File: src/rtl/core/mvt4_pkg.sv
// Package for the 4x4 matrix-vector transform: shared lane widths, register
// indexes and the lane result record. No dependencies.
package mvt4_pkg;

  localparam int NUM_LANES       = 4;
  localparam int LANE_BITS       = 16;
  localparam int COLUMN_BITS     = NUM_LANES * LANE_BITS;
  localparam int CFG_INDEX_WIDTH = 8;

  // Configuration register indexes
  localparam logic [CFG_INDEX_WIDTH-1:0] CFG_MATRIX_COLUMN_0 = 8'd0;
  localparam logic [CFG_INDEX_WIDTH-1:0] CFG_MATRIX_COLUMN_1 = 8'd1;
  localparam logic [CFG_INDEX_WIDTH-1:0] CFG_MATRIX_COLUMN_2 = 8'd2;
  localparam logic [CFG_INDEX_WIDTH-1:0] CFG_MATRIX_COLUMN_3 = 8'd3;

  typedef logic [NUM_LANES-1:0][LANE_BITS-1:0] lane_vec_t;

  typedef struct packed {
    logic [LANE_BITS-1:0] value;
    logic                 sat;
  } lane_out_t;

endpackage

File: src/rtl/core/mvt4_lane.sv
// One row lane of the transform: four products, then sum, round and saturate.
// Depends on mvt4_pkg.
module mvt4_lane #(
  parameter int ELEMENT_WIDTH = 16,
  parameter int FRACTION_BITS = 12
) (
  input  logic                clk,
  input  logic                load,
  input  logic                finish,
  input  mvt4_pkg::lane_vec_t vec,
  input  mvt4_pkg::lane_vec_t coef,
  output mvt4_pkg::lane_out_t result
);

  localparam int PROD_W = 2 * ELEMENT_WIDTH;
  localparam int SUM_W  = 2 * ELEMENT_WIDTH + 2;

  localparam logic signed [SUM_W-1:0] ROUND_HALF = SUM_W'(1) << (FRACTION_BITS - 1);
  localparam logic signed [SUM_W-1:0] HI_LIMIT =
    SUM_W'((longint'(1) << (ELEMENT_WIDTH - 1)) - 1);
  localparam logic signed [SUM_W-1:0] LO_LIMIT = ~HI_LIMIT;

  logic signed [ELEMENT_WIDTH-1:0] vec_elem  [mvt4_pkg::NUM_LANES];
  logic signed [ELEMENT_WIDTH-1:0] coef_elem [mvt4_pkg::NUM_LANES];
  logic signed [PROD_W-1:0]        prod      [mvt4_pkg::NUM_LANES];
  logic signed [SUM_W-1:0]         sum;
  logic signed [SUM_W-1:0]         shifted;
  logic signed [ELEMENT_WIDTH-1:0] clipped;
  logic                            over;
  logic                            under;

  // Keep the low element bits of each 16-bit lane, signed.
  always_comb begin
    for (int j = 0; j < mvt4_pkg::NUM_LANES; j++) begin
      vec_elem[j]  = vec[j][ELEMENT_WIDTH-1:0];
      coef_elem[j] = coef[j][ELEMENT_WIDTH-1:0];
    end
  end

  always_ff @(posedge clk) begin
    if (load) begin
      for (int j = 0; j < mvt4_pkg::NUM_LANES; j++) begin
        prod[j] <= vec_elem[j] * coef_elem[j];
      end
    end
  end

  // Exact sum, round half up, arithmetic shift, clamp.
  always_comb begin
    sum = SUM_W'(prod[0]) + SUM_W'(prod[1]) + SUM_W'(prod[2]) + SUM_W'(prod[3]);
    shifted = (sum + ROUND_HALF) >>> FRACTION_BITS;
    over  = shifted > HI_LIMIT;
    under = shifted < LO_LIMIT;
    if (over) begin
      clipped = HI_LIMIT[ELEMENT_WIDTH-1:0];
    end else if (under) begin
      clipped = LO_LIMIT[ELEMENT_WIDTH-1:0];
    end else begin
      clipped = shifted[ELEMENT_WIDTH-1:0];
    end
  end

  always_ff @(posedge clk) begin
    if (finish) begin
      result.value <= mvt4_pkg::LANE_BITS'(clipped);
      result.sat   <= over | under;
    end
  end

endmodule

File: config.mk
export PLATFORM = sky130hd
export DESIGN_NAME = mvt4_lane
export DESIGN_NICKNAME = d
export VERILOG_FILES = /design/src/rtl/core/mvt4_pkg.sv /design/src/rtl/core/mvt4_lane.sv
export SDC_FILE = /design/constraint.sdc
export NUM_CORES = 2
export LEC_CHECK = 0
export ABC_AREA = 1
export BUFFER_PORTS_ARGS = -buffer_cell sky130_fd_sc_hd__buf_2
export CAP_MARGIN = 20
export CELL_PAD_IN_SITES_DETAIL_PLACEMENT = 1
export CELL_PAD_IN_SITES_GLOBAL_PLACEMENT = 1
export CORE_MARGIN = 2
export CORE_UTILIZATION = 34
export CTS_BUF_LIST = sky130_fd_sc_hd__clkbuf_2 sky130_fd_sc_hd__clkbuf_4 sky130_fd_sc_hd__clkbuf_8
export CTS_CLUSTER_DIAMETER = 120
export DETAILED_ROUTE_END_ITERATION = 10
export HOLD_SLACK_MARGIN = 0.12
export PLACE_DENSITY = 0.69
export SETUP_SLACK_MARGIN = 0.05
export SYNTH_ARGS = -nofsm -noshare
export SYNTH_HDL_FRONTEND = slang
export SYNTH_SLANG_ARGS = --single-unit
export TNS_END_PERCENT = 50
File: constraint.sdc
create_clock -name clk -period 8.5 [get_ports clk]
set_clock_uncertainty 0.2 [all_clocks]
set_input_delay 0.425 -clock clk [delete_from_list [all_inputs] [get_ports clk]]
set_output_delay 0.425 -clock clk [all_outputs]
set_load 0.02 [all_outputs]
==> metrics.md <==
| Metric | Value |
|---|---|
| Number of flops mapped to enable cells by yosys | `approximately 150` |
| HPWL after detailed placement | `approximately 120000 um` |
| Syn Area/Cell | `just over 8 um2` |
| Multi-input gate area | `approximately 0.037 mm2` |
| Failing checks | `DRC` |
| Maximum clock frequency | `about 170 MHz` |
| Part of the cycle the worst path needs | `a little under three quarters` |
| Synth cell count leaders | `inv_1, nand2_1, fa_1, ha_1, clkbuf_1` |
| Worst slew pin tran | `about 0.95 ns` |
| Top cell type's share of synthesized area | `between 40% and 50%` |
| FF+latch area | `between 0.004 and 0.005 mm2` |
| Total die area | `approximately 0.15 mm2` |
| Worst EP arrival | `about 6 ns` |
| Total number of yosys warnings | `0` |
| Vias in the first global route | `between 40000 and 50000` |
| Mapped cell area | `around 0.049 mm2` |
| Status | `finished, violations left` |
| Critical Path RT | `approximately 8.6 ns` |
| Vias | `36122` |
| Drt via density | `between 4 and 5` |
| Post-layout util | `36.2%` |
| FP Rows | `139` |
| DR iter-0 viols | `between 1500 and 2000` |
| Slew Limit Fails | `0` |
| Area Overhead vs Synth | `5.43%` |
| Routed wire length | `~140000 um` |
| DR pass1 iterations | `8` |
| Dominant cell type by area after synthesis | `fa_1` |
| Final setup fails | `0` |
| Clock slew at reported path FFs | `0.11 ns` |
| Final nets | `between 7000 and 8000` |
| GP Congestion | `roughly 0.89` |
| Cts hold-fix bufs | `0` |
| Synth unique cells | `42` |
| Main synth FF type | `edfxtp_1` |
| H-tree levels | `4` |
| Largest net degree at the start of global routing | `75` |
| Final Hold Fails | `0` |
| Post-DRT Antenna Nets | `0` |
| WP depth | `18` |
| Sink Count | `approximately 150` |
| Hold Crit Class | `input pin to flop` |
| Syn Nets | `7580` |
| CTS Buffer Depth | `2` |
| Delay-heaviest family, CP | `adder cells` |
| Synth area leaders | `fa_1, inv_1, nand2_1` |
| Final min period | `6.04 ns` |
| Crit path buf inv count | `2` |
| Die H | `385 um` |
| Cts repair resizes | `0` |
| Post CTS Setup Buffer Count | `0` |
| Sequential-to-total area share from yosys stat | `about 8.8%` |
| Cell mode on critical path | `fa_1` |
| Clock Latency Late Sink | `about 0.55 ns` |
| Crit Path Category | `input pin to flop` |
| Core area | `0.144 mm2` |
| CP max-delay cell | `fa_1` |
| Global route overflow | `0` |
| Post-Syn Instances | `5948` |
| CTS root buffer | `clkbuf_8` |
| Layout fillers | `around 17000` |
| Setup TNS Final | `0 ns` |
| CTS tree | `built` |
| Sequence of cells on the critical path | `buf_2 > nand2_1 > inv_1 > fa_1 > fa_1 > fa_1 > fa_1 > fa_1 > fa_1 > ha_1 > nand2_1 > nor4_1 > nand3_1 > nand3_1 > nand2_1 > nand2_1 > a21oi_1 > xor2_1` |
| DRC violations left | `8` |
| I/O Pins | `approximately 150` |
| Worst slew margin | `~37%` |
| RSZ-0062 raised after global routing | `false` |
| Hold path depth | `1` |
| Die width | `roughly 380 um` |
| Number of antenna violations at the first check in global routing | `11` |
| Most numerous cell in the Yosys netlist | `inv_1` |
| First-pass GRT wire length | `between 200000 and 250000 um` |
| Max-cap violations | `0` |
| Share of layout cells above drive strength 1 | `3.68%` |
| Critical path's largest stage delay | `roughly 0.85 ns` |
| Crit Path Max Fanout | `16` |
| Element type at the critical path start | `input pin` |
| CP Capture Type | `flop` |
| IO Port Bufs | `147` |
| Starting Density | `34.3%` |
| Post-synth ARST share | `0%` |
| TritonCTS buffer count | `17` |
| Synth Register Bits | `about 150` |
| DR WL/cell | `17.4 um` |
| GRT Resource Usage Total | `about a fifth` |
| R2R depth | `19` |
[cells in the final DEF, fill, tap and decap left out, types with 2 or more instances in the layout]
master / instances
and2_1: 3
xnor2_1: 62
nand3_2: 3
nand2_2: 6
a211oi_1: 2
nor3_1: 21
a31oi_1: 12
inv_6: 3
o21a_1: 2
ha_1: 389
inv_2: 2
buf_2: 146
o211ai_1: 3
nand2_1: 1384
buf_4: 3
o21bai_1: 16
nand4_1: 16
inv_8: 5
nor2_1: 163
nor4_2: 2
a21oi_1: 137
edfxtp_1: 145
clkbuf_8: 17
nand3_1: 64
o21ai_0: 71
nor4_1: 6
clkinv_8: 5
a21o_1: 23
fa_1: 1112
or2_2: 15
nor2_2: 3
inv_1: 1937
a221oi_1: 6
diode_2: 6
xor2_1: 97
[path summary, 6_finish.rpt]
kind / from / end / slack (ns)
setup / recovery: vec[15] / prod[0][29] / 2.46
hold reg to reg: prod[1][21] / result[10] / 1.15
setup reg to reg: prod[0][10] / result[1] / 3.92
hold / removal: finish / result[2] / 0.17
[flip-flops by register name, summed over array words and instances, names as in the netlist]
signal	flops
prod	128
result	17
[final cells by class]
class	count	share of cell area, %
well taps	1903	4.58
diodes	6	0.0289
clock buffers	17	0.450
flip-flops and latches	145	8.38
multi-input cells	3629	70.7
inverters	1939	14.0
repair buffers	149	1.45
clock inverters	15	0.361
[cells by family after synthesis]
| family | count (synthesis) | share of synthesized area (%) |
|---|---|---|
| AO/OA/AOI/OAI | 279 | 3.22 |
| adder cells (fa/ha/maj) | 1501 | 55.1 |
| AND/OR/NAND/NOR | 1690 | 13.5 |
| buffers and inverters | 2174 | 16.6 |
| flip-flops | 145 | 8.84 |
| XOR/XNOR | 159 | 2.83 |
[worst reg2reg max path: cells and delay by family (launching register included)]
family / cells / cell delay, ns
adder cells (fa/ha/maj): 4 / 1.74
AND/OR/NAND/NOR: 11 / 1.35
flip-flops: 1 / 0.40
AO/OA/AOI/OAI: 1 / 0.37
buffers and inverters: 3 / 0.24
[per-stage QoR]
step                setup slack [ns]  hold WS, ns  cells  area, um2
floorplan                       2.41        0.337   5948      49300
global placement                2.02        0.675   7765      51500
detailed placement              1.90        0.677   7765      51500
CTS                             2.53        0.131   7797      51900
global route                    2.10        0.148   7801      51900
finish                          2.46        0.174   7803      51900
[routing by layer]
metal / track usage [%] / part of all wire, % / up-vias
li1: - / - / 16590
met3: 1.98 / 3.0 / 184
met5: 0 / 0.048 / -
met4: 5.73 / 2.9 / 10
met1: 24.1 / 43 / 18786
met2: 34.8 / 51 / 552
Power is left out: the tool's default activity adds up to more than one toggle a clock period on the data nets, which glitch-free logic cannot reach.
