==> config.mk <==
export PLATFORM = sky130hd
export DESIGN_NAME = mvt4_merge
export DESIGN_NICKNAME = d
export VERILOG_FILES = /design/src/rtl/core/mvt4_pkg.sv /design/src/rtl/core/mvt4_merge.sv
export SDC_FILE = /design/constraint.sdc
export NUM_CORES = 1
export LEC_CHECK = 0
export BUFFER_PORTS_ARGS = -buffer_cell sky130_fd_sc_hd__buf_2
export CORE_AREA = 5 5 81 83
export CTS_CLUSTER_SIZE = 8
export DETAILED_ROUTE_END_ITERATION = 16
export DIE_AREA = 0 0 86 88
export PLACE_DENSITY = 0.68
export SYNTH_ARGS = -nofsm -noshare
export SYNTH_HDL_FRONTEND = slang
export SYNTH_SLANG_ARGS = --single-unit
==> constraint.sdc <==
create_clock -name clk -period 1.1 [get_ports clk]
set_clock_uncertainty 0.15 [all_clocks]
set_input_delay 0.22 -clock clk [delete_from_list [all_inputs] [get_ports clk]]
set_output_delay 0.22 -clock clk [all_outputs]
set_load 0.02 [all_outputs]
==> src/rtl/core/mvt4_pkg.sv <==
// Package for the 4x4 matrix-vector transform: shared lane widths, register
// indexes and the lane result record. No dependencies.
package mvt4_pkg;

  localparam int NUM_LANES       = 4;
  localparam int LANE_BITS       = 16;
  localparam int COLUMN_BITS     = NUM_LANES * LANE_BITS;
  localparam int CFG_INDEX_WIDTH = 8;

  // Configuration register indexes
  localparam logic [CFG_INDEX_WIDTH-1:0] CFG_MATRIX_COLUMN_0 = 8'd0;
  localparam logic [CFG_INDEX_WIDTH-1:0] CFG_MATRIX_COLUMN_1 = 8'd1;
  localparam logic [CFG_INDEX_WIDTH-1:0] CFG_MATRIX_COLUMN_2 = 8'd2;
  localparam logic [CFG_INDEX_WIDTH-1:0] CFG_MATRIX_COLUMN_3 = 8'd3;

  typedef logic [NUM_LANES-1:0][LANE_BITS-1:0] lane_vec_t;

  typedef struct packed {
    logic [LANE_BITS-1:0] value;
    logic                 sat;
  } lane_out_t;

endpackage

==> src/rtl/core/mvt4_merge.sv <==
// Merge stage: gathers the four lane results into one output beat and folds
// the lane saturation flags. Depends on mvt4_pkg.
module mvt4_merge (
  input  logic                         clk,
  input  logic                         rst,
  input  logic                         in_valid,
  input  mvt4_pkg::lane_out_t          lanes [mvt4_pkg::NUM_LANES],
  output logic                         done,
  output logic [mvt4_pkg::LANE_BITS-1:0] out_x,
  output logic [mvt4_pkg::LANE_BITS-1:0] out_y,
  output logic [mvt4_pkg::LANE_BITS-1:0] out_z,
  output logic [mvt4_pkg::LANE_BITS-1:0] out_w,
  output logic                         saturated
);

  always_ff @(posedge clk) begin
    if (rst) begin
      done <= 1'b0;
    end else begin
      done <= in_valid;
    end
  end

  always_ff @(posedge clk) begin
    if (in_valid) begin
      out_x     <= lanes[0].value;
      out_y     <= lanes[1].value;
      out_z     <= lanes[2].value;
      out_w     <= lanes[3].value;
      saturated <= lanes[0].sat | lanes[1].sat | lanes[2].sat | lanes[3].sat;
    end
  end

endmodule

==> results of run 1 <==
## final timing paths
path / to / slack (ns) / depth (start not counted)
worst max-delay path: out_y[1] / -0.19 / 1
worst min-delay path: saturated$_DFFE_PP_ / -0.01 / 2
## sequential cells by signal, summed over array words and instances (netlist names)
name / flops
done: 1
out_w: 16
out_x: 16
out_y: 16
out_z: 16
saturated: 1
## cell usage after synthesis
master / n / share of area [%]
dfxtp_1: 1 / 1.0
edfxtp_1: 65 / 98
nor2b_1: 1 / 0.32
or4_1: 1 / 0.38
## area by class of cell
class                           count  area, µm²
Clock buffer                        9      123.9
Clock inverter                      7      93.84
Fill cell                         377       1784
Multi-Input combinational cell      2      13.76
Sequential cell                    66       1973
Tap cell                           75      93.84
Timing Repair Buffer              204       1698
## cell usage in the layout, fill, tap and decap left out, drive strengths merged
| master | count |
|---|---|
| edfxtp | 65 |
| bufinv | 2 |
| or4 | 1 |
| clkinvlp | 1 |
| clkinv | 4 |
| nor2b | 1 |
| clkbuf | 9 |
| dlygate4sd3 | 65 |
| dfxtp | 1 |
| buf | 139 |
## metrics by stage
stage | setup slack, ns | power [mW]
floorplan | -0.03318 | 3.348
global placement | -0.1332 | 3.709
detailed placement | -0.1385 | 3.723
CTS | -0.1880 | 6.252
global route | -0.2295 | 6.516
finish | -0.1920 | 6.307
## timing repair
action                                  4_1_cts  5_1_grt
endpoints found under the setup margin       66       66
endpoints found under the hold margin        66        1
resized for setup                            69       34
setup buffers                                 0        0
## cells by family after synthesis
logic type    share of synthesized area [%]
flops                                 99.31
simple gates                         0.6935
## report_power, final
part           switching, mW  internal [mW]  total, mW
clock network          0.962           1.27       2.23
registers             0.0872           2.98       3.07
logic                  0.457          0.545       1.00
## layer usage
layer  routed length, µm  vias up  part of all wire (%)  global-route usage [%]
met5                   0        -                     0                       0
met4                 217        0                   3.4                   10.36
met3                 883       17                    14                   10.25
met2                3255      105                    51                   29.36
met1                2046      684                    32                   17.21
li1                    -      705                     -                       -
==> metrics.md, run 1 <==
| Metric | Value |
|---|---|
| Final hold slack | -0.01022 ns |
| Period utilisation layout | 117.5% |
| Min-delay src | lanes[51] |
| # IOs | 137 |
| Initial Util | 34.35% |
| Peak supply drop | 1.100 mV |
| Slew @ Worst Pin | 0.1779 ns |
| Clock Path Buffers | 2 |
| Initial antenna violation count | 0 |
| Max-cap violations | 0 |
| Leakage | 1.693 nW |
| Synth warnings | 0 |
| Worst-path clk slew | 0.09 ns |
| Setup_tns | -9.679 ns |
| TritonCTS clock tree | yes |
| Root buf cell | clkbuf_8 |
| Failing checks | hold timing, setup timing |
| Max incr delay on CP | 0.41 ns |
| Final Non-Filler Cells | 363 |
| Max Slew Vio Count | 0 |
| Antenna viol nets, final | 0 |
| Minimum clock period | 1.292 ns |
| CTS buffer count | 9 |
| Post-CTS Hold Fix Bufs | 65 |
| Mapped Area | 1986 µm² |
| CP bufs+invs | 1 |
| Diode count | 0 |
| DR vias/cell | 4.163 |
| Placed Area | 2808 µm² |
| Final core utilization | 69.13% |
| Clk sinks | 66 |
| Pin count of the biggest net entering global routing | 34 |
| Synth Net Count | 139 |
| CTS H-tree lvls | 3 |
| DR vias | 1511 |
| Final worst setup slack | -0.1920 ns |
| Cell Pwr Density | 1578 nW/µm² |
| Yosys reg bits | 66 |
| CP Capture Type | output port |
| Final wirelength | 6402 µm |
| Fin nets | 354 |
| Delay-heaviest family, CP | flip-flops |
| Layout cells sized above 1 | 53.82% |
| Chip height | 88 µm |
| Die Span X | 86 µm |
| Design area | 3996 µm² |
| WP data arrival | 0.92 ns |
| Post-Place Cells | 282 |
| Gr usage total | 17.72% |
| Core Area | 5781 µm² |
| WP data required | 0.73 ns |
| GPL Wtd Cong | 0.7042 |
| Vias in the first global route | 1797 |
| Syn avg cell area | 29.20 µm² |
| Wire length per cell | 17.64 µm |
| Startpoint class of the critical path | register |
| First-pass GRT wire length | 9501 µm |
| Final hold vios | 1 |
| Rel. slew slack | 88.14% |
| DRT Pass-1 Iters | 4 |
| Slowest-stage cell, CP | edfxtp_1 |
| GR Overflow Total | 0 |
| Worst setup path start | out_y[1]$_DFFE_PP_ |
| Area grow syn2layout | 101.3% |
| Status | finished with violations |
| Count of final setup violators | 66 |
| Post-synthesis sequential area ratio | 99.31% |
| Port bufs | 136 |
| Post-Synthesis Cells | 68 |
| DRC viols | 0 |
| Worst hold path type | in2reg |
| Setup Crit Path Kind | reg2out |
| Iter 0 DRT Violations | 83 |
| Yosys cell types | 4 |
| FP Rows | 28 |
| F_max | 774.0 MHz |
| Post-DP HPWL | 3558 µm |
| Die ar. | 7568 µm² |
| CP max FO | 1 |
| Cell breakdown of the critical path | buf_6 |
| Unrepaired setup endpoints after global routing | yes |
Note: power is estimated with default switching activity, not from simulation.
==> run 2: changes to the inputs <==
Settings changed: SETUP_SLACK_MARGIN from default to 0.2.
==> metrics.md, run 2 (synthesis results as in run 1) <==
| Metric | Value |
|---|---|
| Status | finished with violations |
| Failing checks | hold timing, setup timing |
| Vias in the first global route | 1678 (-6.6%) |
| Core Area | 5781 µm² (unchanged) |
| Peak supply drop | 0.8863 mV (-19%) |
| DR vias/cell | 4.321 (+3.8%) |
| DRT Pass-1 Iters | 4 (unchanged) |
| Leakage | 1.917 nW (+13%) |
| Iter 0 DRT Violations | 91 (+9.6%) |
| Startpoint class of the critical path | register |
| Clk sinks | 66 (unchanged) |
| GPL Wtd Cong | 0.7042 (unchanged) |
| Pre-CTS setup slack | -0.1385 ns (unchanged) |
| Design area | 3859 µm² (-3.4%) |
| Final wirelength | 6202 µm (-3.1%) |
| Clock Path Buffers | 2 (unchanged) |
| TritonCTS clock tree | yes |
| Final hold vios | 24 (+23) |
| Worst hold path type | in2reg |
| Count of final setup violators | 66 (unchanged) |
| F_max | 745.8 MHz (-3.6%) |
| Slowest-stage cell, CP | edfxtp_1 |
| Layout cells sized above 1 | 58.49% (+4.7 points) |
| WP data required | 0.73 ns (about the same) |
| CP bufs+invs | 1 (unchanged) |
| CP max FO | 1 (unchanged) |
| Cell breakdown of the critical path | buf_6 |
| Die ar. | 7568 µm² (unchanged) |
| CP Capture Type | output port |
| Hold path cells | 1 (-1) |
| WP data arrival | 0.97 ns (+0.05 ns) |
| Minimum clock period | 1.341 ns (+0.04881 ns) |
| DRC viols | 0 (unchanged) |
| Cell count along the critical path | 1 (unchanged) |
| Area grow syn2layout | 94.33% |
| Max incr delay on CP | 0.46 ns (+0.05 ns) |
| Initial antenna violation count | 0 (unchanged) |
| CTS buffer count | 9 (unchanged) |
| Pin count of the biggest net entering global routing | 34 (unchanged) |
| Fin nets | 331 (-6.5%) |
| Die Span X | 86 µm (unchanged) |
| Setup_tns | -9.711 ns (-0.03227 ns) |
| DR vias | 1469 (-2.8%) |
| Root buf cell | clkbuf_8 |
| Antenna viol nets, final | 0 (unchanged) |
| # IOs | 137 (unchanged) |
| Final worst setup slack | -0.2408 ns (-0.04881 ns) |
| Slew @ Worst Pin | 0.1813 ns (+0.003352 ns) |
| Chip height | 88 µm (unchanged) |
| Delay-heaviest family, CP | flip-flops |
| Post-DP HPWL | 3558 µm (unchanged) |
| Unrepaired setup endpoints after global routing | yes |
| Gr usage total | 16.06% (-1.7 points) |
| Max-cap violations | 0 (unchanged) |
| Cell Pwr Density | 1620 nW/µm² (+2.7%) |
| FP Rows | 28 (unchanged) |
| CTS H-tree lvls | 3 (unchanged) |
| GR Overflow Total | 0 (unchanged) |
| Port bufs | 136 (unchanged) |
| Wire length per cell | 18.24 µm (+3.4%) |
| Max Slew Vio Count | 0 (unchanged) |
| Initial Util | 34.35% (unchanged) |
| Period utilisation layout | 121.9% (+4.4 points) |
| Worst-path clk slew | 0.08 ns (about the same) |
| Setup Crit Path Kind | reg2out |
| Most frequent cells in the layout | 84 x buf_2, 65 x edfxtp_1, 51 x buf_6 |
| Rel. slew slack | 87.92% (-0.22 points) |
| Final hold slack | -0.09904 ns (-0.08882 ns) |
| Most common cell after layout, fill and taps aside | buf_2 |
| First-pass GRT wire length | 8562 µm (-9.9%) |
| Placed Area | 2808 µm² (unchanged) |
| Diode count | 0 (unchanged) |
run 2: layout make-up:
type / instances / area, µm²
Clock buffer: 9 / 123.9
Clock inverter: 7 / 93.84
Fill cell: 379 / 1922
Multi-Input combinational cell: 2 / 13.76
Sequential cell: 66 / 1973
Tap cell: 75 / 93.84
Timing Repair Buffer: 181 / 1560
run 2: routing by layer:
metal / global-route usage (%) / routed length, µm
met1: 14.72 / 1966
met4: 9.496 / 133
met3: 9.313 / 837
met2: 27.54 / 3265
met5: 0 / 0
run 2: final timing paths:
check	start	endpoint	slack [ns]
max	out_z[3]$_DFFE_PP_	out_z[3]	-0.24
min	lanes[22]	out_z[4]$_DFFE_PP_	-0.1
run 2: power by group:
part / total (mW) / internal (mW) / switching, mW
registers: 3.07 / 2.98 / 0.0899
logic: 0.962 / 0.517 / 0.446
clock network: 2.22 / 1.27 / 0.944
run 2: stage by stage:
stage	cells	total power [mW]	utilization, %
2_1_floorplan	68	3.348	-
3_3_place_gp	282	3.709	48.57
3_5_place_dp	282	3.723	48.57
4_1_cts	339	6.186	63.14
5_1_grt	340	6.477	66.75
6_report	340	6.251	66.75
run 2: repair_timing:
action | in CTS | in global routing
hold buffers | 41 | 1
endpoints found under the setup margin | 66 | 102
endpoints found under the hold margin | 66 | 25
setup buffers | 0 | 0
resized for setup | 69 | 72
cloned | 0 | 0
